**src/design/cs3_pkg.sv**
```systemverilog
// Package: types, constants and the solve microprogram for the 3x3 Cholesky solver.
`default_nettype none
package cs3_pkg;

  localparam int MATRIX_ORDER = 3;
  localparam int VAL_W        = 48;
  localparam int NUM_IN       = MATRIX_ORDER * MATRIX_ORDER + MATRIX_ORDER;
  localparam int IN_DATA_W    = NUM_IN * VAL_W;
  localparam int OUT_DATA_W   = MATRIX_ORDER * VAL_W;
  localparam int ACC_W        = 64;
  localparam int PROD_W       = 96;
  localparam int TOL_W        = 16;
  localparam int STAT_W       = 2;
  localparam int QUEUE_DEPTH  = 2;
  localparam int RAM_DEPTH    = 12;
  localparam int RAM_AW       = $clog2(RAM_DEPTH);
  localparam int PC_W         = 6;
  localparam int CNT_W        = 6;
  localparam int APB_AW       = 3;
  localparam int APB_DW       = 32;

  localparam logic signed [ACC_W-1:0] ACC_LIM = 64'sh3FFF_FFFF_FFFF_FFFF;

  // register index in the word address
  localparam logic REG_TOL = 1'b0;

  typedef enum logic [STAT_W-1:0] {
    ST_OK   = 2'd0,
    ST_FAIL = 2'd1,
    ST_OVF  = 2'd2
  } status_t;

  typedef enum logic [2:0] {
    OP_LOAD, OP_LDR, OP_MSUB, OP_SQRT, OP_DIV, OP_END
  } op_t;

  typedef enum logic [3:0] {
    F_M00, F_M10, F_M11, F_M20, F_M21, F_M22, F_P0, F_P1, F_P2
  } fsel_t;

  typedef enum logic [3:0] {
    BK_IDLE, BK_FETCH, BK_EXEC, BK_MUL, BK_MACC, BK_SQRT, BK_DIV, BK_DIVF, BK_DONE
  } bk_state_t;

  // scratch RAM map
  localparam logic [RAM_AW-1:0] R_L00 = 4'd0;
  localparam logic [RAM_AW-1:0] R_L10 = 4'd1;
  localparam logic [RAM_AW-1:0] R_L11 = 4'd2;
  localparam logic [RAM_AW-1:0] R_L20 = 4'd3;
  localparam logic [RAM_AW-1:0] R_L21 = 4'd4;
  localparam logic [RAM_AW-1:0] R_L22 = 4'd5;
  localparam logic [RAM_AW-1:0] R_Y0  = 4'd6;
  localparam logic [RAM_AW-1:0] R_Y1  = 4'd7;
  localparam logic [RAM_AW-1:0] R_Y2  = 4'd8;
  localparam logic [RAM_AW-1:0] R_X0  = 4'd9;
  localparam logic [RAM_AW-1:0] R_X1  = 4'd10;
  localparam logic [RAM_AW-1:0] R_X2  = 4'd11;

  typedef struct packed {
    op_t               op;
    fsel_t             fsel;
    logic [RAM_AW-1:0] ra;
    logic [RAM_AW-1:0] rb;
    logic [RAM_AW-1:0] rd;
  } uop_t;

  typedef struct packed {
    logic              asym;
    logic [VAL_W-1:0]  p2;
    logic [VAL_W-1:0]  p1;
    logic [VAL_W-1:0]  p0;
    logic [VAL_W-1:0]  m22;
    logic [VAL_W-1:0]  m21;
    logic [VAL_W-1:0]  m20;
    logic [VAL_W-1:0]  m11;
    logic [VAL_W-1:0]  m10;
    logic [VAL_W-1:0]  m00;
  } job_t;

  function automatic uop_t mk(op_t op, fsel_t fsel, logic [RAM_AW-1:0] ra,
                              logic [RAM_AW-1:0] rb, logic [RAM_AW-1:0] rd);
    uop_t u;
    u.op = op; u.fsel = fsel; u.ra = ra; u.rb = rb; u.rd = rd;
    return u;
  endfunction

  // factor, forward substitution, back substitution
  function automatic uop_t uop_rom(logic [PC_W-1:0] pc);
    uop_t u;
    unique case (pc)
      6'd0:  u = mk(OP_LOAD, F_M00, R_L00, R_L00, R_L00);
      6'd1:  u = mk(OP_SQRT, F_M00, R_L00, R_L00, R_L00);
      6'd2:  u = mk(OP_LOAD, F_M10, R_L00, R_L00, R_L00);
      6'd3:  u = mk(OP_DIV,  F_M00, R_L00, R_L00, R_L10);
      6'd4:  u = mk(OP_LOAD, F_M11, R_L00, R_L00, R_L00);
      6'd5:  u = mk(OP_MSUB, F_M00, R_L10, R_L10, R_L00);
      6'd6:  u = mk(OP_SQRT, F_M00, R_L00, R_L00, R_L11);
      6'd7:  u = mk(OP_LOAD, F_M20, R_L00, R_L00, R_L00);
      6'd8:  u = mk(OP_DIV,  F_M00, R_L00, R_L00, R_L20);
      6'd9:  u = mk(OP_LOAD, F_M21, R_L00, R_L00, R_L00);
      6'd10: u = mk(OP_MSUB, F_M00, R_L20, R_L10, R_L00);
      6'd11: u = mk(OP_DIV,  F_M00, R_L00, R_L11, R_L21);
      6'd12: u = mk(OP_LOAD, F_M22, R_L00, R_L00, R_L00);
      6'd13: u = mk(OP_MSUB, F_M00, R_L20, R_L20, R_L00);
      6'd14: u = mk(OP_MSUB, F_M00, R_L21, R_L21, R_L00);
      6'd15: u = mk(OP_SQRT, F_M00, R_L00, R_L00, R_L22);
      6'd16: u = mk(OP_LOAD, F_P0,  R_L00, R_L00, R_L00);
      6'd17: u = mk(OP_DIV,  F_M00, R_L00, R_L00, R_Y0);
      6'd18: u = mk(OP_LOAD, F_P1,  R_L00, R_L00, R_L00);
      6'd19: u = mk(OP_MSUB, F_M00, R_L10, R_Y0,  R_L00);
      6'd20: u = mk(OP_DIV,  F_M00, R_L00, R_L11, R_Y1);
      6'd21: u = mk(OP_LOAD, F_P2,  R_L00, R_L00, R_L00);
      6'd22: u = mk(OP_MSUB, F_M00, R_L20, R_Y0,  R_L00);
      6'd23: u = mk(OP_MSUB, F_M00, R_L21, R_Y1,  R_L00);
      6'd24: u = mk(OP_DIV,  F_M00, R_L00, R_L22, R_Y2);
      6'd25: u = mk(OP_LDR,  F_M00, R_Y2,  R_L00, R_L00);
      6'd26: u = mk(OP_DIV,  F_M00, R_L00, R_L22, R_X2);
      6'd27: u = mk(OP_LDR,  F_M00, R_Y1,  R_L00, R_L00);
      6'd28: u = mk(OP_MSUB, F_M00, R_L21, R_X2,  R_L00);
      6'd29: u = mk(OP_DIV,  F_M00, R_L00, R_L11, R_X1);
      6'd30: u = mk(OP_LDR,  F_M00, R_Y0,  R_L00, R_L00);
      6'd31: u = mk(OP_MSUB, F_M00, R_L10, R_X1,  R_L00);
      6'd32: u = mk(OP_MSUB, F_M00, R_L20, R_X2,  R_L00);
      6'd33: u = mk(OP_DIV,  F_M00, R_L00, R_L00, R_X0);
      default: u = mk(OP_END, F_M00, R_L00, R_L00, R_L00);
    endcase
    return u;
  endfunction

  function automatic logic [VAL_W-1:0] job_field(job_t j, fsel_t f);
    logic [VAL_W-1:0] v;
    unique case (f)
      F_M00:   v = j.m00;
      F_M10:   v = j.m10;
      F_M11:   v = j.m11;
      F_M20:   v = j.m20;
      F_M21:   v = j.m21;
      F_M22:   v = j.m22;
      F_P0:    v = j.p0;
      F_P1:    v = j.p1;
      F_P2:    v = j.p2;
      default: v = j.m00;
    endcase
    return v;
  endfunction

endpackage
`default_nettype wire

```
**src/design/cs3_queue.sv**
```systemverilog
// Job queue between front and back end.
`default_nettype none
module cs3_queue #(
  parameter int DEPTH = 2
) (
  input  wire logic  clk,
  input  wire logic  rst_n,
  input  wire logic  push,
  input  cs3_pkg::job_t push_job,
  input  wire logic  pop,
  output cs3_pkg::job_t head_job,
  output logic       full,
  output logic       empty
);
  import cs3_pkg::*;

  localparam int PW = $clog2(DEPTH);
  localparam int CW = $clog2(DEPTH + 1);

  job_t            ent_r [DEPTH];
  logic [PW-1:0]   wp_r, wp_nxt, rp_r, rp_nxt;
  logic [CW-1:0]   cnt_r, cnt_nxt;

  assign full     = (cnt_r == CW'(DEPTH));
  assign empty    = (cnt_r == '0);
  assign head_job = ent_r[rp_r];

  always_comb begin
    wp_nxt  = wp_r;
    rp_nxt  = rp_r;
    cnt_nxt = cnt_r;
    if (push) begin
      wp_nxt = (wp_r == PW'(DEPTH - 1)) ? '0 : wp_r + 1'b1;
    end
    if (pop) begin
      rp_nxt = (rp_r == PW'(DEPTH - 1)) ? '0 : rp_r + 1'b1;
    end
    if (push && !pop) begin
      cnt_nxt = cnt_r + 1'b1;
    end else if (pop && !push) begin
      cnt_nxt = cnt_r - 1'b1;
    end
  end

  always_ff @(posedge clk) begin
    if (!rst_n) begin
      wp_r  <= '0;
      rp_r  <= '0;
      cnt_r <= '0;
    end else begin
      wp_r  <= wp_nxt;
      rp_r  <= rp_nxt;
      cnt_r <= cnt_nxt;
    end
    if (push) begin
      ent_r[wp_r] <= push_job;
    end
  end
endmodule
`default_nettype wire

```
**config.mk**
```make
export PLATFORM = sky130hd
export DESIGN_NAME = cs3_queue
export DESIGN_NICKNAME = d
export VERILOG_FILES = /design/src/design/cs3_pkg.sv /design/src/design/cs3_queue.sv
export SDC_FILE = /design/constraint.sdc
export NUM_CORES = 1
export LEC_CHECK = 0
export ABC_CLOCK_PERIOD_IN_PS = 33800
export BUFFER_PORTS_ARGS = -buffer_cell sky130_fd_sc_hd__clkbuf_2
export CORE_AREA = 10 10 331 333
export DETAILED_ROUTE_END_ITERATION = 6
export DIE_AREA = 0 0 341 343
export PLACE_DENSITY_LB_ADDON = 0.25
export SYNTH_ARGS = -nofsm -noshare
export SYNTH_HDL_FRONTEND = slang
export SYNTH_SLANG_ARGS = --single-unit
```
**constraint.sdc**
```tcl
create_clock -name clk -period 33.8 [get_ports clk]
set_input_delay 3.38 -clock clk [delete_from_list [all_inputs] [get_ports clk]]
set_output_delay 3.38 -clock clk [all_outputs]
set_load 0.03 [all_outputs]
```
==> impl_metrics.env <==
export IMPL_timing_rr_start="wp_r"
export IMPL_syn2layout_area_growth_pct=27.41
export IMPL_numCtsBuffers=94
export IMPL_p_per_area_nw_per_um2=63.44
export IMPL_placedInstanceArea_um2=37340
export IMPL_post_route_period_util_pct=24.11
export IMPL_drtIter0Drc=777
export IMPL_stdcell_count=3773
export IMPL_setup_viol=0
export IMPL_stdcell_area_um2=40260
export IMPL_tightest_slew_ns=1.208
export IMPL_gp_congestion=0.8066
export IMPL_r2r_slack_ns=29.57
export IMPL_grt_pass1_wl_mm=120.6
export IMPL_r2r_worst_path_cells=5
export IMPL_syn_cell_area_um2=31600
export IMPL_r2r_end="ent_r[0][309]"
export IMPL_syn_inst=1369
export IMPL_max_freq_ghz=0.1227
export IMPL_cts_root_buf="clkbuf_16"
export IMPL_finalSetupTns_ns=0
export IMPL_die_area_um2=117000
export IMPL_synth_async_reset_ratio_pct=0
export IMPL_dr_pass1_iters=4
export IMPL_min_period_ns=8.149
export IMPL_core_area_um2=102900
export IMPL_status="complete, no violations"
export IMPL_synth_top_flop_cell="edfxtp_1"
export IMPL_grt_pass1_vias=18180
export IMPL_drive_above_1_share_pct=60.84
export IMPL_htree_levels=3
export IMPL_synth_cell_types=17
export IMPL_critical_path_class="flip-flop to output pin"
export IMPL_finalClockSkew_ns=0.01923
export IMPL_leakagePower_nw=14.96
export IMPL_cts_tree="built"
export IMPL_crit_end="head_job[189]"
export IMPL_startpoint_type="flip-flop"
export IMPL_cts_resized=0
export IMPL_initial_core_util_pct=30.70
export IMPL_ys_seq_area_share_pct=82.62
export IMPL_cts_sinks=871
export IMPL_synth_edf_count=866
export IMPL_drv_slew=0
export IMPL_synth_top_area_cell="edfxtp_1"
export IMPL_die_width_um=341
export IMPL_viasPerCell=4.352
export IMPL_dp_hpwl_mm=63.16
export IMPL_nets=2742
export IMPL_slew_limit_headroom_pct=19.43
export IMPL_boundaryPins=872
export IMPL_post_cts_buffers=0
export IMPL_dp_cells=3588
export IMPL_cp_max_fo=78
export IMPL_ys_ff_latch=871
export IMPL_grt_overflow=0
export IMPL_rows=118
export IMPL_port_buffers=871
export IMPL_maxCapViolCount=0
export IMPL_fin_util_pct=39.12
export IMPL_syn_nets=1807
export IMPL_grt_max_degree=183
export IMPL_ctsHoldBuffers=0
export IMPL_grt_usage_pct=13.92
export IMPL_vias=16420
export IMPL_drc=0
export IMPL_yosysWarnings=0
export IMPL_final_cell_mix="clkbuf_2 (871), edfxtp_1 (866), mux2_2 (433)"
export IMPL_end_kind="output pin"
export IMPL_peakVddDrop_mv=0.04172
export IMPL_final_hold_violation_count=0
export IMPL_min_path_type="flip-flop to flip-flop"
export IMPL_antenna_found_initial=28
export IMPL_avgSynthCellArea_um2=23.08
export IMPL_final_common_cell="clkbuf_2"
export IMPL_synthTopCellsByArea="edfxtp_1 (82%), mux2_2 (15%), buf_6 (1.5%)"
export IMPL_synth_top_area_share_pct=82.30
export IMPL_clk_pin_slew_ns=0.06
export IMPL_ant_nets=0
export IMPL_power_mw=2.554
export IMPL_clk_path_buf_depth=3
export IMPL_hp_start="cnt_r[1]"
export IMPL_chipHeight_um=343
export IMPL_crit_required_ns=30.42
export IMPL_cp_arrival_ns=4.77
export IMPL_routed_wl_mm=86.02
export IMPL_wl_per_cell_um=22.80
export IMPL_clock_latency_ns=0.64
export IMPL_fillers=9531
export IMPL_rsz0062_at_grt="no"
-- synth_stat cells, types with 2 or more instances --
library cell / instances
mux2_2: 433
xor2_1: 2
nor2b_1: 3
buf_2: 6
dfxtp_1: 5
edfxtp_1: 866
and2_1: 4
buf_6: 41
-- per-stage QoR --
step | hold slack (ns) | setup slack [ns]
after floorplan | 0.4729 | 10.36
after global placement | 0.4905 | 26.31
after detailed placement | 0.5188 | 26.23
after CTS | 0.5293 | 25.49
after global routing | 0.5506 | 25.28
final | 0.5190 | 25.65
-- kinds of logic after synthesis --
kind of cell,count (synthesis),synth area share (%)
fa+ha+maj,1,0.03959
compound gates,3,0.06336
flops,871,82.62
xor+xnor,3,0.08317
buf+inv,49,1.592
mux,433,15.43
simple gates,9,0.1703
-- flip-flops by register name (all words and copies together), names as in the netlist, named ones only --
signal / flops
cnt_r: 2
ent_r: 866
rp_r: 1
wp_r: 1
-- worst min-delay path by stage --
| stage | end | slack (ns) | cells past startpoint |
|---|---|---|---|
| 2_1_floorplan | cnt_r[1] | 0.47 | 2 |
| 6_report | cnt_r[1] | 0.52 | 2 |
| 5_1_grt | cnt_r[1] | 0.55 | 2 |
| 3_3_place_gp | cnt_r[1] | 0.49 | 2 |
| 4_1_cts | cnt_r[1] | 0.53 | 2 |
| 3_5_place_dp | cnt_r[1] | 0.52 | 2 |
-- final cells by class --
type,instances,area [µm²],area share (%)
clock inverters,46,374.1,0.9293
flip-flops and latches,871,26110,64.85
multi-input cells,449,4999,12.42
diodes,18,45.04,0.1119
inverters,1,3.754,0.009324
repair buffers,887,4504,11.19
well taps,1380,1727,4.289
clock buffers,121,2496,6.200
-- power breakdown --
group	total (mW)	leakage (nW)	switching, mW	internal (mW)
sequential	1.27	8.17	0.0149	1.25
clock	0.957	1.40	0.399	0.558
combinational	0.331	5.38	0.222	0.108
total	2.55	15.0	0.636	1.92
-- routing by layer --
layer	part of all wire [%]	up-vias	routed length, µm	global-route usage, %
li1	-	7403	-	-
met1	34	8238	28830	13.56
met2	54	607	46240	25.25
met3	9.2	155	7909	6.356
met4	3.4	18	2905	5.763
met5	0.15	-	133	0
-- critical path: stages (launching register included) --
cell and delay [ns]:
dfxtp_4 0.78, buf_4 0.74, buf_4 0.82, buf_4 0.91, mux2_2 0.46, clkbuf_2 0.20
(Power assumes the default switching activity.)
