File: src/design/cs3_pkg.sv
// Package: types, constants and the solve microprogram for the 3x3 Cholesky solver.
`default_nettype none
package cs3_pkg;

  localparam int MATRIX_ORDER = 3;
  localparam int VAL_W        = 48;
  localparam int NUM_IN       = MATRIX_ORDER * MATRIX_ORDER + MATRIX_ORDER;
  localparam int IN_DATA_W    = NUM_IN * VAL_W;
  localparam int OUT_DATA_W   = MATRIX_ORDER * VAL_W;
  localparam int ACC_W        = 64;
  localparam int PROD_W       = 96;
  localparam int TOL_W        = 16;
  localparam int STAT_W       = 2;
  localparam int QUEUE_DEPTH  = 2;
  localparam int RAM_DEPTH    = 12;
  localparam int RAM_AW       = $clog2(RAM_DEPTH);
  localparam int PC_W         = 6;
  localparam int CNT_W        = 6;
  localparam int APB_AW       = 3;
  localparam int APB_DW       = 32;

  localparam logic signed [ACC_W-1:0] ACC_LIM = 64'sh3FFF_FFFF_FFFF_FFFF;

  // register index in the word address
  localparam logic REG_TOL = 1'b0;

  typedef enum logic [STAT_W-1:0] {
    ST_OK   = 2'd0,
    ST_FAIL = 2'd1,
    ST_OVF  = 2'd2
  } status_t;

  typedef enum logic [2:0] {
    OP_LOAD, OP_LDR, OP_MSUB, OP_SQRT, OP_DIV, OP_END
  } op_t;

  typedef enum logic [3:0] {
    F_M00, F_M10, F_M11, F_M20, F_M21, F_M22, F_P0, F_P1, F_P2
  } fsel_t;

  typedef enum logic [3:0] {
    BK_IDLE, BK_FETCH, BK_EXEC, BK_MUL, BK_MACC, BK_SQRT, BK_DIV, BK_DIVF, BK_DONE
  } bk_state_t;

  // scratch RAM map
  localparam logic [RAM_AW-1:0] R_L00 = 4'd0;
  localparam logic [RAM_AW-1:0] R_L10 = 4'd1;
  localparam logic [RAM_AW-1:0] R_L11 = 4'd2;
  localparam logic [RAM_AW-1:0] R_L20 = 4'd3;
  localparam logic [RAM_AW-1:0] R_L21 = 4'd4;
  localparam logic [RAM_AW-1:0] R_L22 = 4'd5;
  localparam logic [RAM_AW-1:0] R_Y0  = 4'd6;
  localparam logic [RAM_AW-1:0] R_Y1  = 4'd7;
  localparam logic [RAM_AW-1:0] R_Y2  = 4'd8;
  localparam logic [RAM_AW-1:0] R_X0  = 4'd9;
  localparam logic [RAM_AW-1:0] R_X1  = 4'd10;
  localparam logic [RAM_AW-1:0] R_X2  = 4'd11;

  typedef struct packed {
    op_t               op;
    fsel_t             fsel;
    logic [RAM_AW-1:0] ra;
    logic [RAM_AW-1:0] rb;
    logic [RAM_AW-1:0] rd;
  } uop_t;

  typedef struct packed {
    logic              asym;
    logic [VAL_W-1:0]  p2;
    logic [VAL_W-1:0]  p1;
    logic [VAL_W-1:0]  p0;
    logic [VAL_W-1:0]  m22;
    logic [VAL_W-1:0]  m21;
    logic [VAL_W-1:0]  m20;
    logic [VAL_W-1:0]  m11;
    logic [VAL_W-1:0]  m10;
    logic [VAL_W-1:0]  m00;
  } job_t;

  function automatic uop_t mk(op_t op, fsel_t fsel, logic [RAM_AW-1:0] ra,
                              logic [RAM_AW-1:0] rb, logic [RAM_AW-1:0] rd);
    uop_t u;
    u.op = op; u.fsel = fsel; u.ra = ra; u.rb = rb; u.rd = rd;
    return u;
  endfunction

  // factor, forward substitution, back substitution
  function automatic uop_t uop_rom(logic [PC_W-1:0] pc);
    uop_t u;
    unique case (pc)
      6'd0:  u = mk(OP_LOAD, F_M00, R_L00, R_L00, R_L00);
      6'd1:  u = mk(OP_SQRT, F_M00, R_L00, R_L00, R_L00);
      6'd2:  u = mk(OP_LOAD, F_M10, R_L00, R_L00, R_L00);
      6'd3:  u = mk(OP_DIV,  F_M00, R_L00, R_L00, R_L10);
      6'd4:  u = mk(OP_LOAD, F_M11, R_L00, R_L00, R_L00);
      6'd5:  u = mk(OP_MSUB, F_M00, R_L10, R_L10, R_L00);
      6'd6:  u = mk(OP_SQRT, F_M00, R_L00, R_L00, R_L11);
      6'd7:  u = mk(OP_LOAD, F_M20, R_L00, R_L00, R_L00);
      6'd8:  u = mk(OP_DIV,  F_M00, R_L00, R_L00, R_L20);
      6'd9:  u = mk(OP_LOAD, F_M21, R_L00, R_L00, R_L00);
      6'd10: u = mk(OP_MSUB, F_M00, R_L20, R_L10, R_L00);
      6'd11: u = mk(OP_DIV,  F_M00, R_L00, R_L11, R_L21);
      6'd12: u = mk(OP_LOAD, F_M22, R_L00, R_L00, R_L00);
      6'd13: u = mk(OP_MSUB, F_M00, R_L20, R_L20, R_L00);
      6'd14: u = mk(OP_MSUB, F_M00, R_L21, R_L21, R_L00);
      6'd15: u = mk(OP_SQRT, F_M00, R_L00, R_L00, R_L22);
      6'd16: u = mk(OP_LOAD, F_P0,  R_L00, R_L00, R_L00);
      6'd17: u = mk(OP_DIV,  F_M00, R_L00, R_L00, R_Y0);
      6'd18: u = mk(OP_LOAD, F_P1,  R_L00, R_L00, R_L00);
      6'd19: u = mk(OP_MSUB, F_M00, R_L10, R_Y0,  R_L00);
      6'd20: u = mk(OP_DIV,  F_M00, R_L00, R_L11, R_Y1);
      6'd21: u = mk(OP_LOAD, F_P2,  R_L00, R_L00, R_L00);
      6'd22: u = mk(OP_MSUB, F_M00, R_L20, R_Y0,  R_L00);
      6'd23: u = mk(OP_MSUB, F_M00, R_L21, R_Y1,  R_L00);
      6'd24: u = mk(OP_DIV,  F_M00, R_L00, R_L22, R_Y2);
      6'd25: u = mk(OP_LDR,  F_M00, R_Y2,  R_L00, R_L00);
      6'd26: u = mk(OP_DIV,  F_M00, R_L00, R_L22, R_X2);
      6'd27: u = mk(OP_LDR,  F_M00, R_Y1,  R_L00, R_L00);
      6'd28: u = mk(OP_MSUB, F_M00, R_L21, R_X2,  R_L00);
      6'd29: u = mk(OP_DIV,  F_M00, R_L00, R_L11, R_X1);
      6'd30: u = mk(OP_LDR,  F_M00, R_Y0,  R_L00, R_L00);
      6'd31: u = mk(OP_MSUB, F_M00, R_L10, R_X1,  R_L00);
      6'd32: u = mk(OP_MSUB, F_M00, R_L20, R_X2,  R_L00);
      6'd33: u = mk(OP_DIV,  F_M00, R_L00, R_L00, R_X0);
      default: u = mk(OP_END, F_M00, R_L00, R_L00, R_L00);
    endcase
    return u;
  endfunction

  function automatic logic [VAL_W-1:0] job_field(job_t j, fsel_t f);
    logic [VAL_W-1:0] v;
    unique case (f)
      F_M00:   v = j.m00;
      F_M10:   v = j.m10;
      F_M11:   v = j.m11;
      F_M20:   v = j.m20;
      F_M21:   v = j.m21;
      F_M22:   v = j.m22;
      F_P0:    v = j.p0;
      F_P1:    v = j.p1;
      F_P2:    v = j.p2;
      default: v = j.m00;
    endcase
    return v;
  endfunction

endpackage
`default_nettype wire

File: src/design/cs3_front.sv
// Front end: takes requests, checks symmetry, builds the job for the queue.
`default_nettype none
module cs3_front (
  input  wire logic                           in_tvalid,
  output logic                                in_tready,
  input  wire logic [cs3_pkg::IN_DATA_W-1:0]  in_tdata,
  input  wire logic [cs3_pkg::TOL_W-1:0]      tol,
  input  wire logic                           q_full,
  output logic                                push,
  output cs3_pkg::job_t                       push_job
);
  import cs3_pkg::*;

  logic [VAL_W-1:0] fld [NUM_IN];

  function automatic logic pair_bad(logic [VAL_W-1:0] a, logic [VAL_W-1:0] b,
                                    logic [TOL_W-1:0] t);
    logic signed [VAL_W:0] d;
    logic [VAL_W:0]        m;
    d = VAL_W'(signed'(a)) - VAL_W'(signed'(b));
    d = (VAL_W+1)'(signed'(a)) - (VAL_W+1)'(signed'(b));
    m = d[VAL_W] ? (VAL_W+1)'(-d) : (VAL_W+1)'(d);
    return m > (VAL_W+1)'(t);
  endfunction

  always_comb begin
    for (int k = 0; k < NUM_IN; k++) begin
      fld[k] = in_tdata[k*VAL_W +: VAL_W];
    end
  end

  assign in_tready = !q_full;
  assign push      = in_tvalid && !q_full;

  always_comb begin
    push_job.m00  = fld[0];
    push_job.m10  = fld[3];
    push_job.m11  = fld[4];
    push_job.m20  = fld[6];
    push_job.m21  = fld[7];
    push_job.m22  = fld[8];
    push_job.p0   = fld[9];
    push_job.p1   = fld[10];
    push_job.p2   = fld[11];
    push_job.asym = pair_bad(fld[3], fld[1], tol) ||
                    pair_bad(fld[6], fld[2], tol) ||
                    pair_bad(fld[7], fld[5], tol);
  end
endmodule
`default_nettype wire

File: config.mk
export PLATFORM = sky130hd
export DESIGN_NAME = cs3_front
export DESIGN_NICKNAME = d
export VERILOG_FILES = /design/src/design/cs3_pkg.sv /design/src/design/cs3_front.sv
export SDC_FILE = /design/constraint.sdc
export NUM_CORES = 1
export LEC_CHECK = 0
export BUFFER_PORTS_ARGS = -buffer_cell sky130_fd_sc_hd__buf_2
export CAP_MARGIN = 30
export CELL_PAD_IN_SITES_DETAIL_PLACEMENT = 0
export CELL_PAD_IN_SITES_GLOBAL_PLACEMENT = 1
export CORE_AREA = 5 5 402 404
export DETAILED_ROUTE_END_ITERATION = 8
export DIE_AREA = 0 0 407 409
export PLACE_DENSITY_LB_ADDON = 0.2
export SETUP_SLACK_MARGIN = 0.3
export SYNTH_ARGS = -nofsm -noshare
export SYNTH_HDL_FRONTEND = slang
export SYNTH_SLANG_ARGS = --single-unit
File: constraint.sdc
create_clock -name vclk -period 14.2
set_input_delay 1.42 -clock vclk [all_inputs]
set_output_delay 1.42 -clock vclk [all_outputs]
set_load 0.03 [all_outputs]
==> results of run 1 <==
==> final cells by class <==
type / count / area share [%]
diodes: 5 / 0.06019
well taps: 2072 / 12.47
multi-input cells: 2210 / 72.35
inverters: 209 / 3.774
repair buffers: 466 / 11.34
==> kinds of logic after synthesis <==
| family | after synthesis | share of synthesized area, % |
|---|---|---|
| AND/OR/NAND/NOR | 997 | 26.78 |
| buffers and inverters | 741 | 22.76 |
| XOR/XNOR | 147 | 6.617 |
| adder cells (fa/ha/maj) | 198 | 12.85 |
| AO/OA/AOI/OAI | 842 | 29.58 |
| multiplexers | 26 | 1.415 |
==> routing by layer <==
metal	wire (um)	up-vias
met3	4268	190
met2	51220	538
met4	2658	10
met1	45980	9871
li1	-	10230
met5	53	-
==> stage by stage <==
stage	hold slack, ns	instances	utilization [%]	cell area [sq um]
after global placement	2.840	4954	13.18	20760
after detailed placement	2.840	4957	13.19	20770
after CTS	2.840	4957	13.19	20770
after global routing	2.840	4957	13.19	20770
after floorplan	2.950	2951	-	19460
final	2.840	4962	13.20	20790
==> cell usage after synthesis, drive strengths merged, types with 10 or more instances <==
master	instances	area, sq um
a311oi	10	87.58
and2	34	212.7
or3	37	231.5
nand3	86	435.4
o21a	34	255.2
a211o	16	140.1
or4	18	135.1
mux2	12	135.1
inv	209	784.5
o21bai	23	172.7
o22ai	17	120.1
o21ai	138	694.4
nor2b	25	156.4
and3	36	225.2
a31oi	40	265.3
a22oi	11	82.58
nand2	218	818.3
ha	195	2440
a211oi	33	262.8
o31ai	23	172.7
nand4	75	469.2
o211ai	34	255.2
nor2	208	783.3
a21o	83	623.1
or2	30	190.2
a221o	12	120.1
xnor2	88	770.7
clkbuf	77	290.3
mux2i	14	140.1
a21boi	13	97.60
nor3	94	496.7
a21oi	223	1142
and4	24	212.7
o2111ai	17	155.1
nand2b	25	156.4
buf	455	3353
xor2	59	516.8
nor4	41	269.0
==> power by group <==
group          leakage (uW)  internal (uW)  total [uW]  switching, uW
clock          0.0000000317      0.0000475   0.0000475              0
sequential                0              0           0              0
combinational       0.00887            428        1250            822
==> worst max-delay path by stage <==
stage	to	slack, ns	startpoint
after floorplan	push_job[432]	5.00	in_tdata[288]
after global placement	push_job[432]	3.90	in_tdata[144]
after detailed placement	push_job[432]	3.88	in_tdata[144]
after CTS	push_job[432]	3.85	in_tdata[144]
after global routing	push_job[432]	3.27	in_tdata[144]
final	push_job[432]	3.95	in_tdata[144]
==> flow_summary.ini, run 1 <==
[synth]
syn_area_sq_mm = 0.01946
yosysSeqAreaShare_pct = 0
syn-instance-count = 2951
synth_cell_types = 106
avgSynthCellArea_sq_um = 6.593
syn-num-nets = 3743
ys_warn_count = 0

[setup_path]
cp_num_buf_inv = 4
critPathMaxFanout = 27
worst-setup-path-type = input port to output pin
cp.depth = 30
crit_top_cell = or4_1
crit_path_start_kind = input port
critical_path_required_ns = 12.78
crit_family = simple AND/OR/NAND/NOR gates
worst_path_max_delay_cell = or4_1
critical_path_arrival_ns = 8.83
cp-end-kind = output pin
critPathMaxStageDelay_ns = 0.54

[detailed_routing]
wl_um = 104200
vias = 20840
wire_per_inst_um = 21.00
drc = 0
drtIter0Drc = 1011
antenna_left = 0
first_pass_iters = 6
avgViaCountPerCell = 4.200

[sta]
timing.setup.tns_ns = 0
finalHoldViolations = 0
rsz0062_at_grt = no
final.setup.worst_slack_ns = 3.950
period_share_pct = 72.18
tightest_slew_ns = 1.076
max_freq_mhz = 97.56
drv_slew = 0
period_minus_slack_ns = 10.25
maxSlewHeadroom_pct = 27.36
setup_viol = 0

[floorplan]
die_h_um = 409
fp.dieArea_sq_mm = 0.1665
ios = 1029
initial_core_util_pct = 12.36
rows = 146
coreArea_sq_mm = 0.1575
dieWidth_um = 407

[global_route]
grt_max_degree = 32
met3_usage_pct = 0.9965
busiest_layer = met2
use_met2_pct = 21.21
met1_usage_pct = 14.98
grt_pass1_wl_um = 147400
grt_pass1_vias = 20800
grtUsageTotal_pct = 11.68
antenna_found_initial = 26
grt_overflow = 0

[cells_and_area]
syn_to_final_growth_pct = 6.842
n_clock_buffer = 0
drive_gt1_share_pct = 19.10
n_fill_cell = 18540
final_common_cell = buf_2
final_nets = 3679
seq_area_sq_um = 0
multiInputGateArea_sq_mm = 0.01504
most-common-layout-cells = buf_2, nand2_1, a21oi_1, inv_1, nor2_1
seq_cells = 0

[power_and_ir_drop]
pwr_density_cell_mw_per_mm2 = 60.10
power.total_uw = 1249
p_leak_uw = 0.008874
ir_drop_mv = 0.01790

[clock_tree]
holdBufCountCts = 0
cts_resized = 0
cts_setup_buffers = 0

[run]
max_cap_viol_count = 0

[placed_design]
gp_congestion = 0.7516
dpl_worst_slack_ns = 3.877
dp_hpwl_um = 93480
port_buffers = 453

[worst_hold_path]
min_to = push_job[258]
hold_class = input port to output pin
hold_path_startpoint = in_tdata[402]
min_delay_path_depth = 0

[outcome]
status = completed
No activity file was read; power rests on OpenSTA's default activity.
==> run 2, diff against run 1 <==
- CORE_AREA: 5 5 402 404 -> 5 5 398 400
- DIE_AREA: 0 0 407 409 -> 0 0 403 405
- clock period: 14.2 -> 8.7 ns (I/O delays scaled with it)
==> run 2 against run 1 <==
Compared with the run above:
- sequential share of layout area is the same
- wire length up 0.74%
- via count is 1.2% higher
- critical path depth decreased by 2
- sequential cell count is the same
- die area shrank 2.0%
- combinational power up 70%
- utilization rose by 0.74 points
- power increased by 69%
- non-clock buffer count increased by 88
- count of clock-buffer cells in the layout stayed put
- first-iteration DRC count decreased by 4.5%
- largest cell class unchanged
- largest power group unchanged
==> flow_summary.ini, run 2 (synthesis gave the netlist of run 1 again) <==
[setup_path]
critical_path_arrival_ns = 7.10
worst_path_max_delay_cell = or3_1
critPathMaxStageDelay_ns = 0.57
cp_num_buf_inv = 3
worst-setup-path-type = input port to output pin
cp-end-kind = output pin
critPathMaxFanout = 7
crit_path_start_kind = input port
critical_path_required_ns = 7.83
crit_family = simple AND/OR/NAND/NOR gates
crit_top_cell = nand4_1

[cells_and_area]
drive_gt1_share_pct = 22.17
final_nets = 3767
final_common_cell = buf_2
n_fill_cell = 18310
most-common-layout-cells = buf_2, nand2_1, a21oi_1, inv_1, nor2_1
n_clock_buffer = 0
multiInputGateArea_sq_mm = 0.01520
syn_to_final_growth_pct = 11.00
seq_cells = 0
seq_area_sq_um = 0

[detailed_routing]
wire_per_inst_um = 20.85
antenna_left = 0
drtIter0Drc = 966
wl_um = 105000
vias = 21090
first_pass_iters = 5
avgViaCountPerCell = 4.190
drc = 0

[power_and_ir_drop]
power.switching_uw = 1360
ir_drop_mv = 0.02499
internal-power_uw = 756.8
power.share.clock_pct = 0
comb_power_share_pct = 100.0
p_seq_share_pct = 0
p_sw_share_pct = 64.24
power.total_uw = 2117
p_leak_uw = 0.009329
pwr_density_cell_mw_per_mm2 = 98.00

[floorplan]
die_h_um = 405
dieWidth_um = 403
coreArea_sq_mm = 0.1549
initial_core_util_pct = 12.56
ios = 1029
fp.dieArea_sq_mm = 0.1632
rows = 145

[sta]
timing.setup.tns_ns = 0
period_minus_slack_ns = 7.969
period_share_pct = 91.59
rsz0062_at_grt = no
setup_viol = 0
tightest_slew_ns = 1.025
drv_slew = 0
finalHoldViolations = 0
max_freq_mhz = 125.5
maxSlewHeadroom_pct = 31.16

[global_route]
grt_overflow = 0
grtUsageTotal_pct = 12.02
grt_pass1_vias = 20990
antenna_found_initial = 25
grt_pass1_wl_um = 148600
grt_max_degree = 23

[placed_design]
port_buffers = 453
gp_congestion = 0.7837
dp_hpwl_um = 94800

[run]
max_cap_viol_count = 0

[outcome]
status = completed

[worst_hold_path]
hold_class = input port to output pin
[run 2: layer usage]
layer / global-route usage [%] / vias to the layer above / routed length, um
li1: - / 10410 / -
met1: 15.72 / 9950 / 47240
met2: 21.55 / 512 / 51130
met3: 0.9114 / 209 / 3814
met4: 2.541 / 8 / 2716
met5: 0 / - / 45
[run 2: final cells by class]
| class | instances | area share [%] |
|---|---|---|
| multi-input cells | 2210 | 70.38 |
| repair buffers | 554 | 14.03 |
| well taps | 2058 | 11.92 |
| inverters | 209 | 3.632 |
| diodes | 3 | 0.03476 |
[run 2: power by group through the flow]
stage          Sequential, uW  Combinational (uW)  Clock (uW)
3_3_place_gp                0                2150           0
5_1_grt                     0                2350           0
3_5_place_dp                0                2130           0
6_report                    0                2120   0.0000463
4_1_cts                     0                2150           0
2_1_floorplan               0                1620           0
[run 2: path summary, 6_finish.rpt]
path,startpoint,to,slack (ns),depth (start not counted)
setup / recovery,in_tdata[323],push_job[432],0.73,28
hold / removal,in_tdata[234],push_job[138],1.74,0
[run 2: what timing repair did]
item / 4_1_cts / 5_1_grt
setup buffers: 1 / 2
hold buffers: 0 / 0
endpoints found under the setup margin: 1 / 1
resized for setup: 12 / 26
pin swaps: 2 / 12
[run 2: metrics by stage]
stage	setup slack [ns]	cell area (sq um)	utilization, %	hold WS, ns	instances
after global placement	0.1097	21380	13.80	1.740	5025
after CTS	0.3130	21470	13.86	1.740	5029
after global routing	0.3203	21590	13.93	1.740	5031
after detailed placement	0.02140	21400	13.81	1.740	5028
final	0.7313	21600	13.94	1.740	5034
after floorplan	0.5990	19460	-	1.850	2951
==> run 3, diff against run 2 <==
- ABC_AREA: default -> 1
- BUFFER_PORTS_ARGS: -buffer_cell sky130_fd_sc_hd__buf_2 -> -buffer_cell sky130_fd_sc_hd__buf_4
- CORE_AREA: 5 5 398 400 -> 5 5 395 397
- DIE_AREA: 0 0 403 405 -> 0 0 400 402
==> run 3 against run 2 <==
Compared with the run above:
- worst hold slack is the same
- sequential cell count stayed put
- fmax grew 15%
- design area up 14%
- via count increased by 20%
- non-clock buffer count is 98 lower
==> flow_summary.ini, run 3 <==
[cells_and_area]
drive_gt1_share_pct = 12.02
most-common-layout-cells = nand2_1, inv_1, nor2_1, buf_4, nand3_1
n_clock_buffer = 0
final_common_cell = nand2_1
syn_to_final_growth_pct = 11.83
seq_cells = 0
final_nets = 5262
seq_area_sq_um = 0
multiInputGateArea_sq_mm = 0.01565
n_fill_cell = 18160

[worst_hold_path]
min_delay_path_depth = 0
hold_path_startpoint = in_tdata[199]
min_to = push_job[103]
hold_class = input port to output pin

[synth]
synth_common_cells = nand2_1, inv_1, nor2_1, buf_4, nand3_1
synth_cell_types = 42
avgSynthCellArea_sq_um = 4.938
syn-instance-count = 4464
synth_top_area_share_pct = 27.40
ys_top_cells_by_area = nand2_1, buf_4, inv_1, ha_1, nor2_1
syn_area_sq_mm = 0.02204
yosysSeqAreaShare_pct = 0
syn-num-nets = 5256
ys_warn_count = 0
synth_area_leader_cell = nand2_1
synth.most_common_cell = nand2_1

[setup_path]
crit_top_cell = nand2_1
critical_path_required_ns = 7.83
cp-end-kind = output pin
critPathMaxStageDelay_ns = 0.45
critical_path_arrival_ns = 6.04
worst_path_max_delay_cell = fa_1
worst-setup-path-type = input port to output pin
critPathMaxFanout = 46
crit_path_start_kind = input port

[floorplan]
initial_core_util_pct = 14.55
die_h_um = 402
ios = 1029
coreArea_sq_mm = 0.1515
dieWidth_um = 400
rows = 143
fp.dieArea_sq_mm = 0.1608

[detailed_routing]
vias = 25320
wire_per_inst_um = 16.80
drc = 0
first_pass_iters = 6
avgViaCountPerCell = 3.895
drtIter0Drc = 1232
wl_um = 109200
antenna_left = 0

[global_route]
antenna_found_initial = 2
grt_pass1_wl_um = 158300
grtUsageTotal_pct = 12.85
grt_max_degree = 47
grt_overflow = 0
grt_pass1_vias = 25010

[placed_design]
gp_congestion = 0.8334
dp_hpwl_um = 100900
port_buffers = 453

[clock_tree]
cts_resized = 0
holdBufCountCts = 0
cts_setup_buffers = 0

[run]
max_cap_viol_count = 0

[sta]
drv_slew = 0
maxSlewHeadroom_pct = 56.32
period_minus_slack_ns = 6.909
period_share_pct = 79.41
rsz0062_at_grt = no
tightest_slew_ns = 0.6484
timing.setup.tns_ns = 0
finalHoldViolations = 0
max_freq_mhz = 144.7
setup_viol = 0

[outcome]
status = completed
-- run 3: cell types whose count changed in the layout (fill, tap and decap cells not counted), sizes merged, moves of 64 or more --
cell	delta
a21o	-69
nor3	-64
inv	+598
nand3	+216
nor2	+320
nand2	+1412
buf	-97
xnor2	-68
-- run 3: kinds of logic after synthesis --
group           synth area share [%]
buf+inv                        29.03
simple gates                   48.90
xor+xnor                       2.622
compound gates                 8.111
fa+ha+maj                      11.34
-- run 3: worst max-delay path: cells and delay by family --
kind	cells	cell delay, ns
fa+ha+maj	3	0.90
compound gates	4	0.56
buf+inv	5	0.99
simple gates	26	2.67
-- run 3: worst max-delay path by stage --
stage                             start            end  slack, ns  cells after the start
after floorplan           in_tdata[144]  push_job[432]       2.72                     43
after global placement    in_tdata[336]  push_job[432]       1.68                     42
after detailed placement  in_tdata[336]  push_job[432]       1.75                     42
after CTS                 in_tdata[336]  push_job[432]       1.75                     42
after global routing      in_tdata[336]  push_job[432]       1.24                     44
final                      in_tdata[96]  push_job[432]       1.79                     38
-- run 3: routing by layer --
layer / vias up / track usage [%] / part of all wire (%)
met3: 170 / 1.003 / 3.9
li1: 13310 / - / -
met5: - / 0.7869 / 0.17
met1: 11260 / 17.15 / 47
met2: 568 / 22.61 / 47
met4: 6 / 2.412 / 2.3
-- run 3: layout make-up --
type / instances / share of cell area (%)
multi-input combinational: 3202 / 63.46
inverter: 810 / 12.33
antenna: 2 / 0.02030
timing repair buffer: 456 / 13.89
tap: 2030 / 10.30
-- run 3: through the flow --
stage          hold slack [ns]  utilization, %  instance area [sq um]  instances  setup WS (ns)
6_report                 1.740           16.27                  24650       6500          1.791
5_1_grt                  1.740           16.26                  24650       6498          1.236
4_1_cts                  1.740           16.26                  24650       6498          1.745
3_3_place_gp             1.740           16.26                  24650       6498          1.684
3_5_place_dp             1.740           16.26                  24650       6498          1.752
2_1_floorplan            1.850               -                  22040       4464          2.722
