--- src/design/cs3_pkg.sv ---
// Package: types, constants and the solve microprogram for the 3x3 Cholesky solver.
`default_nettype none
package cs3_pkg;

  localparam int MATRIX_ORDER = 3;
  localparam int VAL_W        = 48;
  localparam int NUM_IN       = MATRIX_ORDER * MATRIX_ORDER + MATRIX_ORDER;
  localparam int IN_DATA_W    = NUM_IN * VAL_W;
  localparam int OUT_DATA_W   = MATRIX_ORDER * VAL_W;
  localparam int ACC_W        = 64;
  localparam int PROD_W       = 96;
  localparam int TOL_W        = 16;
  localparam int STAT_W       = 2;
  localparam int QUEUE_DEPTH  = 2;
  localparam int RAM_DEPTH    = 12;
  localparam int RAM_AW       = $clog2(RAM_DEPTH);
  localparam int PC_W         = 6;
  localparam int CNT_W        = 6;
  localparam int APB_AW       = 3;
  localparam int APB_DW       = 32;

  localparam logic signed [ACC_W-1:0] ACC_LIM = 64'sh3FFF_FFFF_FFFF_FFFF;

  // register index in the word address
  localparam logic REG_TOL = 1'b0;

  typedef enum logic [STAT_W-1:0] {
    ST_OK   = 2'd0,
    ST_FAIL = 2'd1,
    ST_OVF  = 2'd2
  } status_t;

  typedef enum logic [2:0] {
    OP_LOAD, OP_LDR, OP_MSUB, OP_SQRT, OP_DIV, OP_END
  } op_t;

  typedef enum logic [3:0] {
    F_M00, F_M10, F_M11, F_M20, F_M21, F_M22, F_P0, F_P1, F_P2
  } fsel_t;

  typedef enum logic [3:0] {
    BK_IDLE, BK_FETCH, BK_EXEC, BK_MUL, BK_MACC, BK_SQRT, BK_DIV, BK_DIVF, BK_DONE
  } bk_state_t;

  // scratch RAM map
  localparam logic [RAM_AW-1:0] R_L00 = 4'd0;
  localparam logic [RAM_AW-1:0] R_L10 = 4'd1;
  localparam logic [RAM_AW-1:0] R_L11 = 4'd2;
  localparam logic [RAM_AW-1:0] R_L20 = 4'd3;
  localparam logic [RAM_AW-1:0] R_L21 = 4'd4;
  localparam logic [RAM_AW-1:0] R_L22 = 4'd5;
  localparam logic [RAM_AW-1:0] R_Y0  = 4'd6;
  localparam logic [RAM_AW-1:0] R_Y1  = 4'd7;
  localparam logic [RAM_AW-1:0] R_Y2  = 4'd8;
  localparam logic [RAM_AW-1:0] R_X0  = 4'd9;
  localparam logic [RAM_AW-1:0] R_X1  = 4'd10;
  localparam logic [RAM_AW-1:0] R_X2  = 4'd11;

  typedef struct packed {
    op_t               op;
    fsel_t             fsel;
    logic [RAM_AW-1:0] ra;
    logic [RAM_AW-1:0] rb;
    logic [RAM_AW-1:0] rd;
  } uop_t;

  typedef struct packed {
    logic              asym;
    logic [VAL_W-1:0]  p2;
    logic [VAL_W-1:0]  p1;
    logic [VAL_W-1:0]  p0;
    logic [VAL_W-1:0]  m22;
    logic [VAL_W-1:0]  m21;
    logic [VAL_W-1:0]  m20;
    logic [VAL_W-1:0]  m11;
    logic [VAL_W-1:0]  m10;
    logic [VAL_W-1:0]  m00;
  } job_t;

  function automatic uop_t mk(op_t op, fsel_t fsel, logic [RAM_AW-1:0] ra,
                              logic [RAM_AW-1:0] rb, logic [RAM_AW-1:0] rd);
    uop_t u;
    u.op = op; u.fsel = fsel; u.ra = ra; u.rb = rb; u.rd = rd;
    return u;
  endfunction

  // factor, forward substitution, back substitution
  function automatic uop_t uop_rom(logic [PC_W-1:0] pc);
    uop_t u;
    unique case (pc)
      6'd0:  u = mk(OP_LOAD, F_M00, R_L00, R_L00, R_L00);
      6'd1:  u = mk(OP_SQRT, F_M00, R_L00, R_L00, R_L00);
      6'd2:  u = mk(OP_LOAD, F_M10, R_L00, R_L00, R_L00);
      6'd3:  u = mk(OP_DIV,  F_M00, R_L00, R_L00, R_L10);
      6'd4:  u = mk(OP_LOAD, F_M11, R_L00, R_L00, R_L00);
      6'd5:  u = mk(OP_MSUB, F_M00, R_L10, R_L10, R_L00);
      6'd6:  u = mk(OP_SQRT, F_M00, R_L00, R_L00, R_L11);
      6'd7:  u = mk(OP_LOAD, F_M20, R_L00, R_L00, R_L00);
      6'd8:  u = mk(OP_DIV,  F_M00, R_L00, R_L00, R_L20);
      6'd9:  u = mk(OP_LOAD, F_M21, R_L00, R_L00, R_L00);
      6'd10: u = mk(OP_MSUB, F_M00, R_L20, R_L10, R_L00);
      6'd11: u = mk(OP_DIV,  F_M00, R_L00, R_L11, R_L21);
      6'd12: u = mk(OP_LOAD, F_M22, R_L00, R_L00, R_L00);
      6'd13: u = mk(OP_MSUB, F_M00, R_L20, R_L20, R_L00);
      6'd14: u = mk(OP_MSUB, F_M00, R_L21, R_L21, R_L00);
      6'd15: u = mk(OP_SQRT, F_M00, R_L00, R_L00, R_L22);
      6'd16: u = mk(OP_LOAD, F_P0,  R_L00, R_L00, R_L00);
      6'd17: u = mk(OP_DIV,  F_M00, R_L00, R_L00, R_Y0);
      6'd18: u = mk(OP_LOAD, F_P1,  R_L00, R_L00, R_L00);
      6'd19: u = mk(OP_MSUB, F_M00, R_L10, R_Y0,  R_L00);
      6'd20: u = mk(OP_DIV,  F_M00, R_L00, R_L11, R_Y1);
      6'd21: u = mk(OP_LOAD, F_P2,  R_L00, R_L00, R_L00);
      6'd22: u = mk(OP_MSUB, F_M00, R_L20, R_Y0,  R_L00);
      6'd23: u = mk(OP_MSUB, F_M00, R_L21, R_Y1,  R_L00);
      6'd24: u = mk(OP_DIV,  F_M00, R_L00, R_L22, R_Y2);
      6'd25: u = mk(OP_LDR,  F_M00, R_Y2,  R_L00, R_L00);
      6'd26: u = mk(OP_DIV,  F_M00, R_L00, R_L22, R_X2);
      6'd27: u = mk(OP_LDR,  F_M00, R_Y1,  R_L00, R_L00);
      6'd28: u = mk(OP_MSUB, F_M00, R_L21, R_X2,  R_L00);
      6'd29: u = mk(OP_DIV,  F_M00, R_L00, R_L11, R_X1);
      6'd30: u = mk(OP_LDR,  F_M00, R_Y0,  R_L00, R_L00);
      6'd31: u = mk(OP_MSUB, F_M00, R_L10, R_X1,  R_L00);
      6'd32: u = mk(OP_MSUB, F_M00, R_L20, R_X2,  R_L00);
      6'd33: u = mk(OP_DIV,  F_M00, R_L00, R_L00, R_X0);
      default: u = mk(OP_END, F_M00, R_L00, R_L00, R_L00);
    endcase
    return u;
  endfunction

  function automatic logic [VAL_W-1:0] job_field(job_t j, fsel_t f);
    logic [VAL_W-1:0] v;
    unique case (f)
      F_M00:   v = j.m00;
      F_M10:   v = j.m10;
      F_M11:   v = j.m11;
      F_M20:   v = j.m20;
      F_M21:   v = j.m21;
      F_M22:   v = j.m22;
      F_P0:    v = j.p0;
      F_P1:    v = j.p1;
      F_P2:    v = j.p2;
      default: v = j.m00;
    endcase
    return v;
  endfunction

endpackage
`default_nettype wire

--- src/design/cs3_ram.sv ---
// Generic single-write, single-read RAM with registered read data.
`default_nettype none
module cs3_ram #(
  parameter int WIDTH = 48,
  parameter int DEPTH = 12
) (
  input  wire logic                     clk,
  input  wire logic                     we,
  input  wire logic [$clog2(DEPTH)-1:0] waddr,
  input  wire logic [WIDTH-1:0]         wdata,
  input  wire logic [$clog2(DEPTH)-1:0] raddr,
  output logic      [WIDTH-1:0]         rdata
);
  logic [WIDTH-1:0] mem_r [DEPTH];
  logic [WIDTH-1:0] rdata_r;

  always_ff @(posedge clk) begin
    if (we) begin
      mem_r[waddr] <= wdata;
    end
    rdata_r <= mem_r[raddr];
  end

  assign rdata = rdata_r;
endmodule
`default_nettype wire

--- src/design/cs3_back.sv ---
// Back end: microcoded factor and solve with shared multiplier, divider and root unit.
`default_nettype none
module cs3_back (
  input  wire logic                          clk,
  input  wire logic                          rst_n,
  input  cs3_pkg::job_t                      job,
  input  wire logic                          q_empty,
  output logic                               pop,
  output logic                               out_tvalid,
  input  wire logic                          out_tready,
  output logic [cs3_pkg::OUT_DATA_W-1:0]     out_tdata,
  output logic [cs3_pkg::STAT_W-1:0]         out_tuser
);
  import cs3_pkg::*;

  bk_state_t               state_r, state_nxt;
  logic [PC_W-1:0]         pc_r, pc_nxt;
  logic signed [ACC_W-1:0] acc_r, acc_nxt;
  logic [PROD_W-1:0]       prod_r, prod_nxt;
  logic [VAL_W-1:0]        amag_r, amag_nxt, bmag_r, bmag_nxt;
  logic                    neg_r, neg_nxt;
  logic [CNT_W-1:0]        cnt_r, cnt_nxt;
  logic [PROD_W-1:0]       rad_r, rad_nxt;
  logic [VAL_W+2:0]        rem_r, rem_nxt;
  logic [VAL_W-1:0]        root_r, root_nxt;
  logic [VAL_W:0]          dnum_r, dnum_nxt, dq_r, dq_nxt;
  logic [VAL_W-1:0]        drem_r, drem_nxt, den_r, den_nxt;
  logic                    dneg_r, dneg_nxt;
  logic [VAL_W-1:0]        x0_r, x0_nxt, x1_r, x1_nxt, x2_r, x2_nxt;
  status_t                 stat_r, stat_nxt;
  logic                    ov_r, ov_nxt;
  logic [OUT_DATA_W-1:0]   od_r, od_nxt;
  logic [STAT_W-1:0]       os_r, os_nxt;

  uop_t                    uop;
  logic [VAL_W-1:0]        rd_a, rd_b;
  logic                    we;
  logic [VAL_W-1:0]        wdata;

  logic [23:0]             pa, pb;
  logic [2*24-1:0]         pp;
  logic [PROD_W-1:0]       pp_sh, t_rnd;
  logic signed [ACC_W-1:0] mv, sres;
  logic [ACC_W-1:0]        amag64;
  logic [VAL_W+2:0]        sq_r2, sq_trial;
  logic [VAL_W:0]          dv_r2, q_rnd;
  logic [VAL_W-1:0]        dv_res;

  assign uop = uop_rom(pc_r);

  cs3_ram #(.WIDTH(VAL_W), .DEPTH(RAM_DEPTH)) u_ram_a (
    .clk(clk), .we(we), .waddr(uop.rd), .wdata(wdata), .raddr(uop.ra), .rdata(rd_a)
  );
  cs3_ram #(.WIDTH(VAL_W), .DEPTH(RAM_DEPTH)) u_ram_b (
    .clk(clk), .we(we), .waddr(uop.rd), .wdata(wdata), .raddr(uop.rb), .rdata(rd_b)
  );

  // datapath helpers
  always_comb begin
    pa     = cnt_r[1] ? amag_r[47:24] : amag_r[23:0];
    pb     = cnt_r[0] ? bmag_r[47:24] : bmag_r[23:0];
    pp     = pa * pb;
    unique case (cnt_r[1:0])
      2'd0:    pp_sh = PROD_W'(pp);
      2'd3:    pp_sh = PROD_W'(pp) << 48;
      default: pp_sh = PROD_W'(pp) << 24;
    endcase
    t_rnd    = prod_r + PROD_W'(64'h8000_0000);
    mv       = signed'({2'b00, t_rnd[93:32]});
    sres     = neg_r ? acc_r + mv : acc_r - mv;
    amag64   = acc_r[ACC_W-1] ? ACC_W'(-acc_r) : ACC_W'(acc_r);
    sq_r2    = {rem_r[VAL_W:0], rad_r[PROD_W-1 -: 2]};
    sq_trial = {1'b0, root_r, 2'b01};
    dv_r2    = {drem_r, dnum_r[VAL_W]};
    q_rnd    = dq_r + 1'b1;
    dv_res   = dneg_r ? VAL_W'(-q_rnd[VAL_W:1]) : q_rnd[VAL_W:1];
  end

  always_comb begin
    state_nxt = state_r; pc_nxt = pc_r; acc_nxt = acc_r; prod_nxt = prod_r;
    amag_nxt = amag_r; bmag_nxt = bmag_r; neg_nxt = neg_r; cnt_nxt = cnt_r;
    rad_nxt = rad_r; rem_nxt = rem_r; root_nxt = root_r;
    dnum_nxt = dnum_r; dq_nxt = dq_r; drem_nxt = drem_r; den_nxt = den_r;
    dneg_nxt = dneg_r; x0_nxt = x0_r; x1_nxt = x1_r; x2_nxt = x2_r;
    stat_nxt = stat_r; od_nxt = od_r; os_nxt = os_r;
    ov_nxt = ov_r && !out_tready;
    we = 1'b0; wdata = root_r; pop = 1'b0;
    unique case (state_r)
      BK_IDLE: begin
        if (!q_empty) begin
          pc_nxt = '0;
          if (job.asym) begin
            stat_nxt  = ST_FAIL;
            state_nxt = BK_DONE;
          end else begin
            state_nxt = BK_FETCH;
          end
        end
      end
      BK_FETCH: state_nxt = BK_EXEC;
      BK_EXEC: begin
        unique case (uop.op)
          OP_LOAD: begin
            acc_nxt   = ACC_W'(signed'(job_field(job, uop.fsel)));
            pc_nxt    = pc_r + 1'b1;
            state_nxt = BK_FETCH;
          end
          OP_LDR: begin
            acc_nxt   = ACC_W'(signed'(rd_a));
            pc_nxt    = pc_r + 1'b1;
            state_nxt = BK_FETCH;
          end
          OP_MSUB: begin
            amag_nxt  = rd_a[VAL_W-1] ? VAL_W'(-rd_a) : rd_a;
            bmag_nxt  = rd_b[VAL_W-1] ? VAL_W'(-rd_b) : rd_b;
            neg_nxt   = rd_a[VAL_W-1] ^ rd_b[VAL_W-1];
            prod_nxt  = '0;
            cnt_nxt   = '0;
            state_nxt = BK_MUL;
          end
          OP_SQRT: begin
            if (acc_r <= 64'sd0) begin
              stat_nxt  = ST_FAIL;
              state_nxt = BK_DONE;
            end else begin
              rad_nxt   = {acc_r, 32'b0};
              rem_nxt   = '0;
              root_nxt  = '0;
              cnt_nxt   = '0;
              state_nxt = BK_SQRT;
            end
          end
          OP_DIV: begin
            if (amag64[ACC_W-1:16] >= rd_b) begin
              stat_nxt  = ST_OVF;
              state_nxt = BK_DONE;
            end else begin
              den_nxt   = rd_b;
              drem_nxt  = amag64[ACC_W-1:16];
              dnum_nxt  = {amag64[15:0], 33'b0};
              dq_nxt    = '0;
              dneg_nxt  = acc_r[ACC_W-1];
              cnt_nxt   = '0;
              state_nxt = BK_DIV;
            end
          end
          OP_END: begin
            stat_nxt  = ST_OK;
            state_nxt = BK_DONE;
          end
          default: begin
            stat_nxt  = ST_FAIL;
            state_nxt = BK_DONE;
          end
        endcase
      end
      BK_MUL: begin
        prod_nxt = prod_r + pp_sh;
        cnt_nxt  = cnt_r + 1'b1;
        if (cnt_r == CNT_W'(3)) begin
          state_nxt = BK_MACC;
        end
      end
      BK_MACC: begin
        if (t_rnd[PROD_W-1:94] != '0 || sres > ACC_LIM || sres < -ACC_LIM) begin
          stat_nxt  = ST_OVF;
          state_nxt = BK_DONE;
        end else begin
          acc_nxt   = sres;
          pc_nxt    = pc_r + 1'b1;
          state_nxt = BK_FETCH;
        end
      end
      BK_SQRT: begin
        if (sq_r2 >= sq_trial) begin
          rem_nxt  = sq_r2 - sq_trial;
          root_nxt = {root_r[VAL_W-2:0], 1'b1};
        end else begin
          rem_nxt  = sq_r2;
          root_nxt = {root_r[VAL_W-2:0], 1'b0};
        end
        rad_nxt = rad_r << 2;
        cnt_nxt = cnt_r + 1'b1;
        if (cnt_r == CNT_W'(VAL_W - 1)) begin
          we        = 1'b1;
          wdata     = root_nxt;
          pc_nxt    = pc_r + 1'b1;
          state_nxt = BK_FETCH;
        end
      end
      BK_DIV: begin
        if (dv_r2 >= {1'b0, den_r}) begin
          drem_nxt = VAL_W'(dv_r2 - {1'b0, den_r});
          dq_nxt   = {dq_r[VAL_W-1:0], 1'b1};
        end else begin
          drem_nxt = VAL_W'(dv_r2);
          dq_nxt   = {dq_r[VAL_W-1:0], 1'b0};
        end
        dnum_nxt = dnum_r << 1;
        cnt_nxt  = cnt_r + 1'b1;
        if (cnt_r == CNT_W'(VAL_W)) begin
          state_nxt = BK_DIVF;
        end
      end
      BK_DIVF: begin
        if (dq_r >= {1'b0, {VAL_W{1'b1}}}) begin
          stat_nxt  = ST_OVF;
          state_nxt = BK_DONE;
        end else begin
          we    = 1'b1;
          wdata = dv_res;
          if (uop.rd == R_X0) x0_nxt = dv_res;
          if (uop.rd == R_X1) x1_nxt = dv_res;
          if (uop.rd == R_X2) x2_nxt = dv_res;
          pc_nxt    = pc_r + 1'b1;
          state_nxt = BK_FETCH;
        end
      end
      BK_DONE: begin
        if (!ov_r || out_tready) begin
          ov_nxt    = 1'b1;
          od_nxt    = (stat_r == ST_OK) ? {x2_r, x1_r, x0_r} : '0;
          os_nxt    = stat_r;
          pop       = 1'b1;
          state_nxt = BK_IDLE;
        end
      end
      default: state_nxt = BK_IDLE;
    endcase
  end

  always_ff @(posedge clk) begin
    if (!rst_n) begin
      state_r <= BK_IDLE;
      pc_r    <= '0;
      stat_r  <= ST_OK;
      ov_r    <= 1'b0;
    end else begin
      state_r <= state_nxt;
      pc_r    <= pc_nxt;
      stat_r  <= stat_nxt;
      ov_r    <= ov_nxt;
    end
    acc_r <= acc_nxt;   prod_r <= prod_nxt; amag_r <= amag_nxt; bmag_r <= bmag_nxt;
    neg_r <= neg_nxt;   cnt_r <= cnt_nxt;   rad_r <= rad_nxt;   rem_r <= rem_nxt;
    root_r <= root_nxt; dnum_r <= dnum_nxt; dq_r <= dq_nxt;     drem_r <= drem_nxt;
    den_r <= den_nxt;   dneg_r <= dneg_nxt; x0_r <= x0_nxt;     x1_r <= x1_nxt;
    x2_r <= x2_nxt;     od_r <= od_nxt;     os_r <= os_nxt;
  end

  assign out_tvalid = ov_r;
  assign out_tdata  = od_r;
  assign out_tuser  = os_r;
endmodule
`default_nettype wire

--- config.mk ---
export PLATFORM = sky130hd
export DESIGN_NAME = cs3_back
export DESIGN_NICKNAME = d
export VERILOG_FILES = /design/src/design/cs3_pkg.sv /design/src/design/cs3_ram.sv /design/src/design/cs3_back.sv
export SDC_FILE = /design/constraint.sdc
export NUM_CORES = 2
export LEC_CHECK = 0
export ABC_CLOCK_PERIOD_IN_PS = 17900
export BUFFER_PORTS_ARGS = -buffer_cell sky130_fd_sc_hd__buf_2
export CAP_MARGIN = 20
export CORE_ASPECT_RATIO = 0.6
export CORE_UTILIZATION = 30
export DETAILED_ROUTE_END_ITERATION = 16
export RECOVER_POWER = 25
export SETUP_SLACK_MARGIN = 0.5
export SLEW_MARGIN = 20
export SYNTH_ARGS = -nofsm -noshare
export SYNTH_HDL_FRONTEND = slang
export SYNTH_HIERARCHICAL = 1
export SYNTH_SLANG_ARGS = --single-unit
export TNS_END_PERCENT = 20
--- constraint.sdc ---
create_clock -name clk -period 17.9 [get_ports clk]
set_input_delay 3.58 -clock clk [delete_from_list [all_inputs] [get_ports clk]]
set_output_delay 3.58 -clock clk [all_outputs]
set_load 0.03 [all_outputs]
==> flow_summary.yaml <==
status:
  outcome: "finished, violations left"
  violations: "capacitance limit, slew limit"
floorplan:
  core_area_mm2: 0.419
  die_x_um: 839
  ios: 585
  die_area_mm2: 0.423
  initial_core_util_pct: 30.1
  die_y_um: 504
  core.rowCount: 184
synthesis:
  netlist_top_cells_count: "2,028 x edfxtp_1, 1,025 x nand2_1, 824 x nor2_1, 813 x inv_1, 489 x ha_1"
  ys_seq_elements: 2156
  synth.avg_cell_area_um2: 11.7
  synth_area_leaders: "edfxtp_1 48%, fa_1 7.7%, ha_1 4.9%"
  synth_top_area_share_pct: 48.3
  synth_area_mm2: 0.126
  ys_types: 106
  synth_most_common_cell: "edfxtp_1"
  ys.flop_type: "edfxtp_1"
  async_flop_share_pct: 0
  synth_nets: 12200
  synth_area_leader_cell: "edfxtp_1"
  yosysWarnings: 6
  seq_area_frac_synth_pct: 50.3
  synth_edf_count: 2028
  synthCells: 10700
sta:
  tns_ns: 0
  slew_headroom_pct: -517
  setup_viol: 0
  final-max-slew-violation-count: 1389
  hold_viol_final: 0
  worst_pin_slew_ns: 9.25
  fmax_mhz: 66.4
  min_period_over_period_pct: 84.1
  rsz0062_at_grt: "no"
  finalWorstSetupSlack_ns: 2.84
  finClkSkew_ns: 0.0695
  min_period_ns: 15.06
run:
  maxCapViolCount: 25
pwr:
  p_leak_nw: 53.5
  peakVddDrop_mv: 0.555
  design_power_total_mw: 24.4
  p_per_area_mw_per_mm2: 170
cts:
  clock_sink_count: 2156
  worstSkewPairLatency_ns: 0.92
  cts_buffers: 225
  root_buffer: "clkbuf_16"
  cts_htree_levels: 4
  cts_setup_buffers: 0
  ctsHoldBuffers: 0
  clk_pin_slew_ns: 0.06
  clockBufferDepth: 4
  cts_tree: "built"
  cts.repair.resized: 0
global_route:
  grt_max_degree: 171
  first_global_vias: 85300
  grt_antenna_before_repair: 128
  grt_usage_pct: 21.1
  grt_pass1_wl_mm: 647
  grt_overflow_total: 0
worst_setup_path:
  cp-end-kind: "flip-flop"
  arrival_ns: 15.65
  crit_fanout: 24
  crit_type: "reg2reg"
  reg2reg_setup_slack_ns: 2.84
  slowest_delay_ns: 1.03
  critPathSlowestCell: "edfxtp_1"
  start_kind: "flip-flop"
  worstPathRequired_ns: 18.49
placement:
  dp_hpwl_mm: 347
  numPortBuffers: 584
  place.gp.congestion: 1.01
  place_ws_ns: 3.13
finish:
  area_delta_synth_final_pct: 13.8
  multi_input_area_mm2: 0.0580
  ff_latch_area_mm2: 0.0635
  nets: 12700
  fillers: 41500
  drive_above_1_share_pct: 12.5
routing:
  firstDrtPassIters: 6
  ant_nets: 0
  wl_met3_mm: 58.7
  m1WireLength_mm: 203
  top_layer: "met5"
  wl_per_cell_um: 27.1
  drc_errors: 0
  via_per_inst: 5.35
  drt-initial-drc-count: 11900
  dr_wl_met2_mm: 183
  num_vias: 91300
  routed_wl_mm: 462
hold_path:
  hold_class: "reg2reg"
-- layout make-up --
cell class / instances / share of cell area, %
clock buffer: 272 / 4.18
timing repair buffer: 813 / 3.03
clock inverter: 144 / 1.10
sequential: 2156 / 44.2
tap: 5580 / 4.87
multi-input combinational: 7248 / 40.4
inverter: 819 / 2.14
antenna: 34 / 0.0593
-- path summary, 6_finish.rpt --
kind                                   end      start  depth (start not counted)
worst max-delay path            prod_r[88]   cnt_r[0]                         46
worst max register to register  prod_r[88]   cnt_r[0]                         46
worst min-delay path             rad_r[49]  rad_r[47]                          2
worst min register to register   rad_r[49]  rad_r[47]                          2
-- sequential cells by signal, summed over array words and instances (netlist names), 48 cells and up --
name and cells:
acc_r 64, amag_r 48, bmag_r 48, den_r 48, dq_r 49, drem_r 48
out_tdata 144, prod_r 96, rad_r 64, rem_r 49, root_r 48, u_ram_a/mem_r 576
u_ram_a/rdata 48, u_ram_b/mem_r 576, u_ram_b/rdata 48, x0_r 48, x1_r 48, x2_r 48
-- stage by stage --
step	util (%)	area (um^2)	cells	hold slack, ns
floorplan	-	126000	10700	0.426
global placement	32.5	136000	16600	0.487
detailed placement	32.5	136000	16600	0.490
CTS	34.3	144000	17000	0.449
global route	34.3	143000	17000	0.474
finish	34.3	143000	17100	0.470
-- worst max-delay path: cells and delay by family, from the launching register on --
kind                     cells  cell delay [ns]
flip-flops                   1             1.03
adder cells (fa/ha/maj)      9             4.19
buffers and inverters        6             1.07
AND/OR/NAND/NOR              7             1.66
multiplexers                 1             0.25
AO/OA/AOI/OAI               21             5.64
XOR/XNOR                     2             0.91
-- cell families (layout without fill, tap and decap cells) --
logic type | after synthesis | count (layout) | synth area share [%]
multiplexers | 509 | 509 | 6.00
AO/OA/AOI/OAI | 2040 | 2040 | 11.0
buffers and inverters | 1338 | 2048 | 4.15
AND/OR/NAND/NOR | 3079 | 3079 | 11.5
adder cells (fa/ha/maj) | 974 | 974 | 12.6
flip-flops | 2156 | 2156 | 50.3
other | 0 | 34 | 0
XOR/XNOR | 646 | 646 | 4.49
-- metal layers --
layer  global-route usage, %  vias to the layer above
met5                       0                        -
li1                        -                    40300
met3                    7.14                      621
met4                    6.30                       78
met2                    28.9                     4750
met1                    31.2                    45600
-- power breakdown --
part	internal [mW]	switching [mW]
Clock	2.82	2.05
Combinational	4.32	9.41
Sequential	5.73	0.0980
Total	12.9	11.6
-- placed cells by master, fill, tap and decap left out, types with 55 or more instances in the layout --
cell / instances
o221ai_1: 126
clkbuf_1: 200
nor2b_1: 56
nand2_1: 1013
clkbuf_16: 228
and3_1: 74
nand3_1: 210
buf_2: 460
nand4_1: 123
inv_1: 813
fa_1: 485
nand2b_1: 60
o21ai_0: 340
xnor2_1: 436
ha_1: 489
or3_1: 61
a22o_1: 60
dfxtp_1: 125
a21oi_1: 478
xor2_1: 196
mux2_2: 55
nor3_1: 141
a21o_1: 215
and2_1: 172
mux2i_1: 254
nor2_1: 799
o31ai_1: 71
a22oi_1: 218
edfxtp_1: 2028
a31oi_1: 64
mux4_2: 192
buf_4: 179
and2_0: 118
No activity file was read; power rests on OpenSTA's default activity.
